<file path="src/stpr_pkg.sv">
// Shared types and constants for the stepper trapezoid profile unit.
`default_nettype none
package stpr_pkg;

  localparam int NUM_AXES_DEF     = 3;
  localparam int PERIOD_WIDTH_DEF = 16;
  localparam int STEP_WIDTH_DEF   = 20;

  localparam int AXIS_W      = 2;
  localparam int LANE_P_W    = 16;
  localparam int LANE_S_W    = 20;
  localparam int PREG_W      = 3 * LANE_P_W;
  localparam int SREG_W      = 3 * LANE_S_W;
  localparam int CFG_IDX_W   = 3;
  localparam int CFG_DATA_W  = SREG_W;
  localparam int PRESCALE_W  = 16;
  localparam int INCR_W      = PRESCALE_W + 1;
  localparam int COUNT_W     = 32;
  localparam int OUT_PER_W   = 16;
  localparam int OUT_CMP_W   = 15;
  localparam int IN_TDATA_W  = 40;
  localparam int OUT_TDATA_W = 64;
  localparam int OUT_TUSER_W = 5;

  localparam logic [CFG_IDX_W-1:0] CFG_DESIRED = 3'd0;
  localparam logic [CFG_IDX_W-1:0] CFG_START   = 3'd1;
  localparam logic [CFG_IDX_W-1:0] CFG_MIN     = 3'd2;
  localparam logic [CFG_IDX_W-1:0] CFG_ACCEL   = 3'd3;
  localparam logic [CFG_IDX_W-1:0] CFG_MOVE    = 3'd4;

  typedef enum logic [2:0] {
    PH_STOP   = 3'd0,
    PH_START  = 3'd1,
    PH_ACCEL  = 3'd2,
    PH_CRUISE = 3'd3,
    PH_DECEL  = 3'd4,
    PH_HOLD   = 3'd5
  } phase_t;

  // stop_motion in bit 0, reload_valid in bit 1, phase in bits 4:2
  typedef struct packed {
    phase_t phase;
    logic   reload_valid;
    logic   stop_motion;
  } step_status_t;

endpackage
`default_nettype wire

</file>
<file path="src/stepper_trapezoid_profile_unit.sv">
// Top level of the stepper trapezoid profile unit.
`default_nettype none
// Takes one pulse-finished event per cycle, back to back, unless a held-off
// output stalls it, and returns one result per event: the axis state
// (period, edge count, acceleration count) is read from a registered-read
// memory in the transfer cycle, updated and written back as the event moves
// on, and the result sits in an output register the downstream side may
// hold off. Same-axis events in consecutive cycles are forwarded from the
// last write. Reset and start/accel writes need no clearing pass: valid bits
// make unwritten periods read as the seed and, after reset, zero counts.
// The user must write settings only while the unit is empty: not enforced.
module stepper_trapezoid_profile_unit #(
  parameter int NUM_AXES     = stpr_pkg::NUM_AXES_DEF,
  parameter int PERIOD_WIDTH = stpr_pkg::PERIOD_WIDTH_DEF,
  parameter int STEP_WIDTH   = stpr_pkg::STEP_WIDTH_DEF
) (
  input  wire logic                               clk,
  input  wire logic                               rst_n,
  input  wire logic                               in_tvalid,
  output logic                                    in_tready,
  // steps_done[19:0], prescaler[35:20], zero fill
  input  wire logic [stpr_pkg::IN_TDATA_W-1:0]    in_tdata,
  // axis[1:0]
  input  wire logic [stpr_pkg::AXIS_W-1:0]        in_tuser,
  output logic                                    out_tvalid,
  input  wire logic                               out_tready,
  // period[15:0], compare[30:16], count_reload[62:31], zero fill
  output logic      [stpr_pkg::OUT_TDATA_W-1:0]   out_tdata,
  // stop_motion[0], reload_valid[1], phase[4:2]
  output logic      [stpr_pkg::OUT_TUSER_W-1:0]   out_tuser,
  input  wire logic                               cfg_we,
  input  wire logic [stpr_pkg::CFG_IDX_W-1:0]     cfg_index,
  input  wire logic [stpr_pkg::CFG_DATA_W-1:0]    cfg_wdata
);
  import stpr_pkg::*;

  localparam int AIDX_W = (NUM_AXES > 1) ? $clog2(NUM_AXES) : 1;
  localparam logic [AXIS_W-1:0] AXIS_LIM = AXIS_W'(NUM_AXES);

  logic                    s1_vld_r, s1_vld_nxt;
  logic [AXIS_W-1:0]       s1_axis_r;
  logic [STEP_WIDTH-1:0]   s1_done_r;
  logic [PRESCALE_W-1:0]   s1_pre_r;
  logic                    s1_adv;
  logic                    s1_in_range;
  logic                    in_xfer;
  logic                    in_in_range;

  logic                    out_vld_r, out_vld_nxt;
  logic [OUT_TDATA_W-1:0]  out_data_r;
  logic [OUT_TUSER_W-1:0]  out_user_r;

  logic [PERIOD_WIDTH-1:0] des, start, minp, acc, seed;
  logic [STEP_WIDTH-1:0]   move;
  logic                    reseed;

  logic [PERIOD_WIDTH-1:0] cur;
  logic [COUNT_W-1:0]      edge_cnt, acc_cnt;

  step_status_t            status;
  logic [PERIOD_WIDTH-1:0] period;
  logic [OUT_PER_W-1:0]    period_o;
  logic [COUNT_W-1:0]      count_reload;
  logic                    calc_wr;
  logic [PERIOD_WIDTH-1:0] nxt_cur;
  logic [COUNT_W-1:0]      nxt_edge, nxt_acc;

  assign s1_adv      = s1_vld_r && (!out_vld_r || out_tready);
  assign in_tready   = !s1_vld_r || s1_adv;
  assign in_xfer     = in_tvalid && in_tready;
  assign in_in_range = (in_tuser < AXIS_LIM);
  assign s1_in_range = (s1_axis_r < AXIS_LIM);

  assign s1_vld_nxt  = in_xfer ? 1'b1 : (s1_adv ? 1'b0 : s1_vld_r);
  assign out_vld_nxt = s1_adv ? 1'b1 : (out_tready ? 1'b0 : out_vld_r);

  always_ff @(posedge clk) begin
    if (!rst_n) begin
      s1_vld_r  <= 1'b0;
      out_vld_r <= 1'b0;
    end else begin
      s1_vld_r  <= s1_vld_nxt;
      out_vld_r <= out_vld_nxt;
    end
  end

  always_ff @(posedge clk) begin
    if (in_xfer) begin
      s1_axis_r <= in_tuser;
      s1_done_r <= in_tdata[STEP_WIDTH-1:0];
      s1_pre_r  <= in_tdata[LANE_S_W +: PRESCALE_W];
    end
    if (s1_adv) begin
      out_data_r <= {1'b0, count_reload, period_o[OUT_PER_W-1:1], period_o};
      out_user_r <= status;
    end
  end

  assign period_o = OUT_PER_W'(period);

  stpr_cfg #(
    .NUM_AXES     (NUM_AXES),
    .PERIOD_WIDTH (PERIOD_WIDTH),
    .STEP_WIDTH   (STEP_WIDTH)
  ) u_cfg (
    .clk       (clk),
    .rst_n     (rst_n),
    .cfg_we    (cfg_we),
    .cfg_index (cfg_index),
    .cfg_wdata (cfg_wdata),
    .sel_axis  (s1_axis_r[AIDX_W-1:0]),
    .des       (des),
    .start     (start),
    .minp      (minp),
    .acc       (acc),
    .seed      (seed),
    .move      (move),
    .reseed    (reseed)
  );

  stpr_state_mem #(
    .NUM_AXES     (NUM_AXES),
    .PERIOD_WIDTH (PERIOD_WIDTH)
  ) u_state_mem (
    .clk      (clk),
    .rst_n    (rst_n),
    .reseed   (reseed),
    .rd_en    (in_xfer && in_in_range),
    .rd_addr  (in_tuser[AIDX_W-1:0]),
    .seed     (seed),
    .cur      (cur),
    .edge_cnt (edge_cnt),
    .acc_cnt  (acc_cnt),
    .wr_en    (s1_adv && calc_wr),
    .wr_cur   (nxt_cur),
    .wr_edge  (nxt_edge),
    .wr_acc   (nxt_acc)
  );

  stpr_calc #(
    .PERIOD_WIDTH (PERIOD_WIDTH),
    .STEP_WIDTH   (STEP_WIDTH)
  ) u_calc (
    .in_range     (s1_in_range),
    .done         (s1_done_r),
    .incr         (INCR_W'(s1_pre_r) + INCR_W'(1)),
    .move         (move),
    .des          (des),
    .start        (start),
    .minp         (minp),
    .acc          (acc),
    .seed         (seed),
    .cur          (cur),
    .edge_cnt     (edge_cnt),
    .acc_cnt      (acc_cnt),
    .status       (status),
    .period       (period),
    .count_reload (count_reload),
    .wr_en        (calc_wr),
    .nxt_cur      (nxt_cur),
    .nxt_edge     (nxt_edge),
    .nxt_acc      (nxt_acc)
  );

  assign out_tvalid = out_vld_r;
  assign out_tdata  = out_data_r;
  assign out_tuser  = out_user_r;

endmodule
`default_nettype wire

</file>
<file path="src/stpr_cfg.sv">
// Configuration registers and per-axis lane selection.
`default_nettype none
module stpr_cfg #(
  parameter int NUM_AXES     = stpr_pkg::NUM_AXES_DEF,
  parameter int PERIOD_WIDTH = stpr_pkg::PERIOD_WIDTH_DEF,
  parameter int STEP_WIDTH   = stpr_pkg::STEP_WIDTH_DEF,
  localparam int AIDX_W      = (NUM_AXES > 1) ? $clog2(NUM_AXES) : 1
) (
  input  wire logic                             clk,
  input  wire logic                             rst_n,
  input  wire logic                             cfg_we,
  input  wire logic [stpr_pkg::CFG_IDX_W-1:0]   cfg_index,
  input  wire logic [stpr_pkg::CFG_DATA_W-1:0]  cfg_wdata,
  input  wire logic [AIDX_W-1:0]                sel_axis,
  output logic      [PERIOD_WIDTH-1:0]          des,
  output logic      [PERIOD_WIDTH-1:0]          start,
  output logic      [PERIOD_WIDTH-1:0]          minp,
  output logic      [PERIOD_WIDTH-1:0]          acc,
  output logic      [PERIOD_WIDTH-1:0]          seed,
  output logic      [STEP_WIDTH-1:0]            move,
  output logic                                  reseed
);
  import stpr_pkg::*;

  logic [PREG_W-1:0] des_r, des_nxt;
  logic [PREG_W-1:0] start_r, start_nxt;
  logic [PREG_W-1:0] min_r, min_nxt;
  logic [PREG_W-1:0] acc_r, acc_nxt;
  logic [SREG_W-1:0] move_r, move_nxt;
  logic              reseed_w;

  always_comb begin
    des_nxt   = des_r;
    start_nxt = start_r;
    min_nxt   = min_r;
    acc_nxt   = acc_r;
    move_nxt  = move_r;
    reseed_w  = 1'b0;
    if (cfg_we) begin
      unique case (cfg_index)
        CFG_DESIRED: des_nxt = cfg_wdata[PREG_W-1:0];
        CFG_START: begin
          start_nxt = cfg_wdata[PREG_W-1:0];
          reseed_w  = 1'b1;
        end
        CFG_MIN:     min_nxt = cfg_wdata[PREG_W-1:0];
        CFG_ACCEL: begin
          acc_nxt  = cfg_wdata[PREG_W-1:0];
          reseed_w = 1'b1;
        end
        CFG_MOVE:    move_nxt = cfg_wdata[SREG_W-1:0];
        default: ;
      endcase
    end
  end

  always_ff @(posedge clk) begin
    if (!rst_n) begin
      des_r   <= '0;
      start_r <= '0;
      min_r   <= '0;
      acc_r   <= '0;
      move_r  <= '0;
    end else begin
      des_r   <= des_nxt;
      start_r <= start_nxt;
      min_r   <= min_nxt;
      acc_r   <= acc_nxt;
      move_r  <= move_nxt;
    end
  end

  assign des    = des_r[LANE_P_W*sel_axis +: PERIOD_WIDTH];
  assign start  = start_r[LANE_P_W*sel_axis +: PERIOD_WIDTH];
  assign minp   = min_r[LANE_P_W*sel_axis +: PERIOD_WIDTH];
  assign acc    = acc_r[LANE_P_W*sel_axis +: PERIOD_WIDTH];
  assign move   = move_r[LANE_S_W*sel_axis +: STEP_WIDTH];
  assign seed   = (start > acc) ? (start - acc) : '0;
  assign reseed = reseed_w;

endmodule
`default_nettype wire

</file>
<file path="src/stpr_state_mem.sv">
// Per-axis state memory with valid bits and write-to-read forwarding.
`default_nettype none
module stpr_state_mem #(
  parameter int NUM_AXES     = stpr_pkg::NUM_AXES_DEF,
  parameter int PERIOD_WIDTH = stpr_pkg::PERIOD_WIDTH_DEF,
  localparam int AIDX_W      = (NUM_AXES > 1) ? $clog2(NUM_AXES) : 1
) (
  input  wire logic                           clk,
  input  wire logic                           rst_n,
  input  wire logic                           reseed,
  input  wire logic                           rd_en,
  input  wire logic [AIDX_W-1:0]              rd_addr,
  input  wire logic [PERIOD_WIDTH-1:0]        seed,
  output logic      [PERIOD_WIDTH-1:0]        cur,
  output logic      [stpr_pkg::COUNT_W-1:0]   edge_cnt,
  output logic      [stpr_pkg::COUNT_W-1:0]   acc_cnt,
  input  wire logic                           wr_en,
  input  wire logic [PERIOD_WIDTH-1:0]        wr_cur,
  input  wire logic [stpr_pkg::COUNT_W-1:0]   wr_edge,
  input  wire logic [stpr_pkg::COUNT_W-1:0]   wr_acc
);
  import stpr_pkg::*;

  localparam int WORD_W = PERIOD_WIDTH + 2 * COUNT_W;

  logic [WORD_W-1:0]   mem [NUM_AXES];
  logic [WORD_W-1:0]   rd_q_r;
  logic [AIDX_W-1:0]   rd_addr_r;
  logic [WORD_W-1:0]   wr_word;
  logic [NUM_AXES-1:0] per_vld_r, per_vld_nxt;
  logic [NUM_AXES-1:0] cnt_vld_r, cnt_vld_nxt;
  logic                byp_vld_r, byp_vld_nxt;
  logic [AIDX_W-1:0]   byp_addr_r;
  logic [WORD_W-1:0]   byp_word_r;
  logic                hit;
  logic [PERIOD_WIDTH-1:0] q_cur;
  logic [COUNT_W-1:0]  q_edge;
  logic [COUNT_W-1:0]  q_acc;

  assign wr_word = {wr_cur, wr_edge, wr_acc};

  always_ff @(posedge clk) begin
    if (wr_en) begin
      mem[rd_addr_r] <= wr_word;
    end
    if (rd_en) begin
      rd_q_r    <= mem[rd_addr];
      rd_addr_r <= rd_addr;
    end
    if (wr_en) begin
      byp_addr_r <= rd_addr_r;
      byp_word_r <= wr_word;
    end
  end

  always_comb begin
    per_vld_nxt = per_vld_r;
    cnt_vld_nxt = cnt_vld_r;
    byp_vld_nxt = byp_vld_r;
    if (wr_en) begin
      per_vld_nxt[rd_addr_r] = 1'b1;
      cnt_vld_nxt[rd_addr_r] = 1'b1;
      byp_vld_nxt            = 1'b1;
    end
    if (reseed) begin
      per_vld_nxt = '0;
      byp_vld_nxt = 1'b0;
    end
  end

  always_ff @(posedge clk) begin
    if (!rst_n) begin
      per_vld_r <= '0;
      cnt_vld_r <= '0;
      byp_vld_r <= 1'b0;
    end else begin
      per_vld_r <= per_vld_nxt;
      cnt_vld_r <= cnt_vld_nxt;
      byp_vld_r <= byp_vld_nxt;
    end
  end

  // last write went to the axis being read, also when it landed at the edge this one was read
  assign hit = byp_vld_r && (byp_addr_r == rd_addr_r);

  assign {q_cur, q_edge, q_acc} = hit ? byp_word_r : rd_q_r;

  assign cur      = (hit || per_vld_r[rd_addr_r]) ? q_cur  : seed;
  assign edge_cnt = (hit || cnt_vld_r[rd_addr_r]) ? q_edge : '0;
  assign acc_cnt  = (hit || cnt_vld_r[rd_addr_r]) ? q_acc  : '0;

endmodule
`default_nettype wire

</file>
<file path="src/stpr_calc.sv">
// Profile step: stop, start, accelerate, cruise, decelerate or hold for one event.
`default_nettype none
module stpr_calc #(
  parameter int PERIOD_WIDTH = stpr_pkg::PERIOD_WIDTH_DEF,
  parameter int STEP_WIDTH   = stpr_pkg::STEP_WIDTH_DEF
) (
  input  wire logic                          in_range,
  input  wire logic [STEP_WIDTH-1:0]         done,
  input  wire logic [stpr_pkg::INCR_W-1:0]   incr,
  input  wire logic [STEP_WIDTH-1:0]         move,
  input  wire logic [PERIOD_WIDTH-1:0]       des,
  input  wire logic [PERIOD_WIDTH-1:0]       start,
  input  wire logic [PERIOD_WIDTH-1:0]       minp,
  input  wire logic [PERIOD_WIDTH-1:0]       acc,
  input  wire logic [PERIOD_WIDTH-1:0]       seed,
  input  wire logic [PERIOD_WIDTH-1:0]       cur,
  input  wire logic [stpr_pkg::COUNT_W-1:0]  edge_cnt,
  input  wire logic [stpr_pkg::COUNT_W-1:0]  acc_cnt,
  output stpr_pkg::step_status_t             status,
  output logic      [PERIOD_WIDTH-1:0]       period,
  output logic      [stpr_pkg::COUNT_W-1:0]  count_reload,
  output logic                               wr_en,
  output logic      [PERIOD_WIDTH-1:0]       nxt_cur,
  output logic      [stpr_pkg::COUNT_W-1:0]  nxt_edge,
  output logic      [stpr_pkg::COUNT_W-1:0]  nxt_acc
);
  import stpr_pkg::*;

  logic [STEP_WIDTH-1:0]   half;
  logic                    early;
  logic [PERIOD_WIDTH-1:0] dn;
  logic [PERIOD_WIDTH-1:0] dn_clip;
  logic [PERIOD_WIDTH:0]   up;
  logic [PERIOD_WIDTH-1:0] up_clip;
  logic [COUNT_W-1:0]      move_w;
  logic [COUNT_W-1:0]      tail;
  logic [COUNT_W-1:0]      edge_sum;
  phase_t                  phase;
  logic                    stop;

  assign half     = move >> 1;
  assign early    = (done <= half);
  assign dn       = (cur > acc) ? (cur - acc) : '0;
  assign dn_clip  = (dn <= minp) ? minp : dn;
  assign up       = {1'b0, cur} + {1'b0, acc};
  assign up_clip  = (up >= {1'b0, seed}) ? start : up[PERIOD_WIDTH-1:0];
  assign move_w   = COUNT_W'(move);
  assign tail     = (move_w > acc_cnt) ? (move_w - acc_cnt) : '0;
  assign edge_sum = edge_cnt + COUNT_W'(incr);

  always_comb begin
    phase    = PH_HOLD;
    stop     = 1'b0;
    period   = '0;
    nxt_cur  = cur;
    nxt_edge = edge_sum;
    nxt_acc  = acc_cnt;
    if (done >= move) begin
      nxt_edge = '0;
      nxt_acc  = '0;
      stop     = 1'b1;
      phase    = PH_STOP;
    end else begin
      if (des > start) begin
        period = start;
        phase  = PH_START;
      end
      if ((des < dn) && early) begin
        nxt_cur = dn_clip;
        period  = dn_clip;
        phase   = PH_ACCEL;
        nxt_acc = acc_cnt + COUNT_W'(incr);
      end else if ((des >= dn) && (cur > des) && early) begin
        period = des;
        phase  = PH_CRUISE;
      end else if (COUNT_W'(done) >= tail) begin
        nxt_cur = up_clip;
        period  = up_clip;
        phase   = PH_DECEL;
      end
    end
    if (!in_range) begin
      phase  = PH_HOLD;
      stop   = 1'b0;
      period = '0;
    end
  end

  assign status.stop_motion  = stop;
  assign status.reload_valid = (phase != PH_STOP) && (phase != PH_HOLD);
  assign status.phase        = phase;
  assign count_reload        = status.reload_valid ? edge_sum : '0;
  assign wr_en               = in_range;

endmodule
`default_nettype wire
</file>
<file path="config.mk">
export PLATFORM = sky130hd
export DESIGN_NAME = stepper_trapezoid_profile_unit
export DESIGN_NICKNAME = d
export VERILOG_FILES = /design/src/stpr_pkg.sv /design/src/stepper_trapezoid_profile_unit.sv /design/src/stpr_cfg.sv /design/src/stpr_state_mem.sv /design/src/stpr_calc.sv
export SDC_FILE = /design/constraint.sdc
export NUM_CORES = 2
export LEC_CHECK = 0
export BUFFER_PORTS_ARGS = -buffer_cell sky130_fd_sc_hd__buf_2
export CAP_MARGIN = 0
export CORE_MARGIN = 2
export CORE_UTILIZATION = 50
export CTS_CLUSTER_SIZE = 24
export DETAILED_ROUTE_END_ITERATION = 8
export MAX_ROUTING_LAYER = met4
export PLACE_DENSITY = 0.74
export SETUP_SLACK_MARGIN = 0.1
export SLEW_MARGIN = 20
export SYNTH_ARGS = -nofsm -noshare
export SYNTH_HDL_FRONTEND = slang
export SYNTH_HIERARCHICAL = 1
export SYNTH_SLANG_ARGS = --single-unit
</file>
<file path="constraint.sdc">
create_clock -name clk -period 11.65 [get_ports clk]
set_clock_uncertainty 0.15 [all_clocks]
set_input_delay 1.7475 -clock clk [delete_from_list [all_inputs] [get_ports clk]]
set_output_delay 1.7475 -clock clk [all_outputs]
set_load 0.005 [all_outputs]
</file>
==> run_results.csv <==
group,metric,value,unit
global_routing,grt_use_total,28.4,%
cts,cts_max_level,3,
die,die-area,86800,um^2
logic_synthesis,ys_async_sr_fraction,0,%
die,start_util,50.5,%
timing,post-route-worst-setup-slack,1390,ps
critical_path,timing.critical_path.mode_cell,"o21ai_0",
timing,fmax,97.5,MHz
logic_synthesis,post_synth.cell_area_avg,9.67,um^2
logic_synthesis,synth_flop_cell,"edfxtp_1",
critical_path,cp-start-kind,"register",
critical_path,crit_required,11920,ps
placed_design,post-place-ws,1700,ps
cells_and_area,n_fill_cell,7225,
global_routing,grt_max_degree,123,
placed_design,placed_cell_area,44100,um^2
timing,hold_violations,0,
timing,setup_viol,0,
cts,cts_buffers,81,
timing,period_needed,10260,ps
cells_and_area,drive_gt1_share,10.6,%
cts,clk_latency,670,ps
critical_path,critPathMaxStageDelay,880,ps
logic_synthesis,synth_nets,4722,
placed_design,dp_hpwl,85.1,mm
status,status,"completed",
logic_synthesis,syn_inst,4364,
critical_path,crit_type,"register to register",
cts,cts_resized,0,
logic_synthesis,synth_cell_type_count,95,
critical_path,reg2reg_slack,1390,ps
die,core-area,83700,um^2
drt,ant_nets,0,
die,num_rows,106,
drt,wl_per_cell,21.5,um
logic_synthesis,yosysTopAreaCell,"edfxtp_1",
die,die_x,295,um
logic_synthesis,yosysWarnings,6,
die,boundaryPins,181,
drt,met2_length,56.0,mm
drt,highest_layer,"met4",
drt,vias,33531,
logic_synthesis,syn-cell-area,42200,um^2
global_routing,grt_pass1_wl,185,mm
drt,wl_met1,52.8,mm
drt,drt_iter0_drc,3425,
logic_synthesis,synth.area.top_cells,"edfxtp_1 (35%), dfxtp_1 (12%), nand2_1 (7.5%)",
timing,period_share,88.1,%
global_routing,grt_pass1_vias,31523,
job,max_cap_violations,0,
drt,vias_per_cell,5.94,
timing,tns,0,ps
global_routing,grt.overflow.total,0,
power_and_ir_drop,ir_drop,0.209,mV
timing,rsz0062_at_grt,"no",
cells_and_area,design_area,46900,um^2
drt,drtPass1Iterations,5,
cts,cts_tree,"done",
cts,cts_setup_buffers,0,
timing,slew-limit-headroom,21.2,%
critical_path,cp_top_family,"compound AO/OA/AOI/OAI gates",
critical_path,critPathSlowestCell,"edfxtp_1",
cts,cts_hold_buf,0,
placed_design,gp_congestion,1.00,
power_and_ir_drop,pwr_density_cell,167,nW/um^2
logic_synthesis,synth_top_cell_area_share,35.2,%
critical_path,cp.arrival,10530,ps
logic_synthesis,synth-seq-cells,756,
timing,maxSlewViolCount,0,
cts,clk_pin_slew,60,ps
logic_synthesis,synth_common_cells,"nand2_1 (847), edfxtp_1 (495), dfxtp_1 (261)",
logic_synthesis,synth.most_common_cell,"nand2_1",
cts,clockBufferDepth,3,
drt,met3WireLength,9.24,mm
power_and_ir_drop,power,0.00784,W
min_path,worst_hold_path_type,"register to register",
logic_synthesis,ys_seq_area_share,47.6,%
global_routing,antenna_found_initial,3,
drt,drcViolationCount,0,
power_and_ir_drop,leakagePower,17.8,nW
drt,totalWireLength,122,mm
critical_path,cp_num_buf_inv,4,
die,die_h,295,um
cts,cts-root-buf,"clkbuf_16",
critical_path,path_max_fanout,11,
timing,worstMarginPinSlew,1170,ps
cells_and_area,nets,4801,
logic_synthesis,synth_edf_count,495,
placed_design,port_buffers,175,
cts,cts_num_sinks,756,
cells_and_area,area_growth_syn_to_layout,11.1,%
critical_path,end_kind,"register",
## path summary, 6_finish.rpt
check / startpoint / endpoint / depth (start not counted)
hold / removal: u_cfg/des_r[37] / u_cfg/des_r[37] / 2
setup reg to reg: s1_axis_r[1] / out_tdata[20] / 32
setup / recovery: s1_axis_r[1] / out_tdata[20] / 32
hold reg to reg: u_cfg/des_r[37] / u_cfg/des_r[37] / 2
## cells in the final DEF, fill, tap and decap left out, types with 15 or more instances in the layout
master     Yosys  final
ha_1         242    242
o31ai_1       55     54
a21boi_0     253    252
nor2b_1       36     34
edfxtp_1     495    495
o31ai_2       21     21
a211oi_1      15     15
buf_4         20     91
a31oi_1       37     37
buf_2         58    172
o21a_1        32     32
and3_1        19     18
a21oi_1      150    150
nand4_1      106    106
o211ai_1      34     34
inv_1        257    257
a32oi_1       17     17
nor4_1        33     33
dfxtp_1      261    260
nand2_1      847    845
nand2b_1      30     29
o21ai_0      214    214
mux2i_1      184    184
xnor2_1       71     69
clkbuf_1     167     19
nor2_1       231    231
xor2_1        48     48
clkbuf_16      0     81
nand3_1       55     55
a21o_1        59     59
nor3_1        55     54
## cell type report
type                    instances  area, um^2  share of cell area, %
inverters                     257         965                   2.06
diodes                          1        2.50                0.00533
multi-input cells            3082       20100                   42.8
repair buffers                265        1580                   3.36
well taps                    1134        1420                   3.02
flip-flops and latches        756       20100                   42.8
clock inverters                40         589                   1.26
clock buffers                 109        2220                   4.74
## through the flow
step,utilization (%),std cells,hold WS [ps]
final,56.1,5644,306
after global routing,56.1,5644,326
after CTS,56.1,5643,303
after detailed placement,52.7,5494,295
after global placement,52.7,5494,290
after floorplan,-,4364,285
## flip-flops by register name, indices dropped and copies added (netlist names), 2 cells and up
register	count
out_tdata	48
out_tuser	5
s1_axis_r	2
s1_done_r	20
s1_pre_r	16
u_cfg/acc_r	48
u_cfg/des_r	48
u_cfg/min_r	48
u_cfg/move_r	60
u_cfg/start_r	48
u_state_mem/byp_addr_r	2
u_state_mem/byp_word_r	80
u_state_mem/cnt_vld_r	3
u_state_mem/mem	240
u_state_mem/per_vld_r	3
u_state_mem/rd_addr_r	2
u_state_mem/rd_q_r	80
## cell families after synthesis
| family | count (synthesis) | share of synthesized area (%) |
|---|---|---|
| xor gates and xnor gates | 121 | 2.57 |
| muxes | 187 | 4.45 |
| adders and majority gates | 248 | 7.46 |
| and+or+nand+nor | 1488 | 15.7 |
| DFF | 756 | 47.6 |
| other | 1 | 0.00888 |
| buffers and inverters | 526 | 5.20 |
| AOI/OAI and AO/OA | 1037 | 17.0 |
## tightest hold or removal path: cells and delay by family, from the launching register on
kind / cells / cell delay, ps
flops: 1 / 310
simple gates: 1 / 50
compound gates: 1 / 50
## routing by layer
layer  up-vias  GRT usage (%)
li1      15738              -
met3       202           2.90
met5         -              -
met4         0           8.29
met1     16135           39.3
met2      1456           44.3
## report_power, final
| part | switching, W | leakage (nW) | internal (W) |
|---|---|---|---|
| Sequential | 0.0000415 | 6.79 | 0.00297 |
| Combinational | 0.00142 | 9.64 | 0.000729 |
| Clock | 0.00112 | 1.36 | 0.00156 |
| Total | 0.00257 | 17.8 | 0.00526 |
Power figures use the tool's default switching activity.
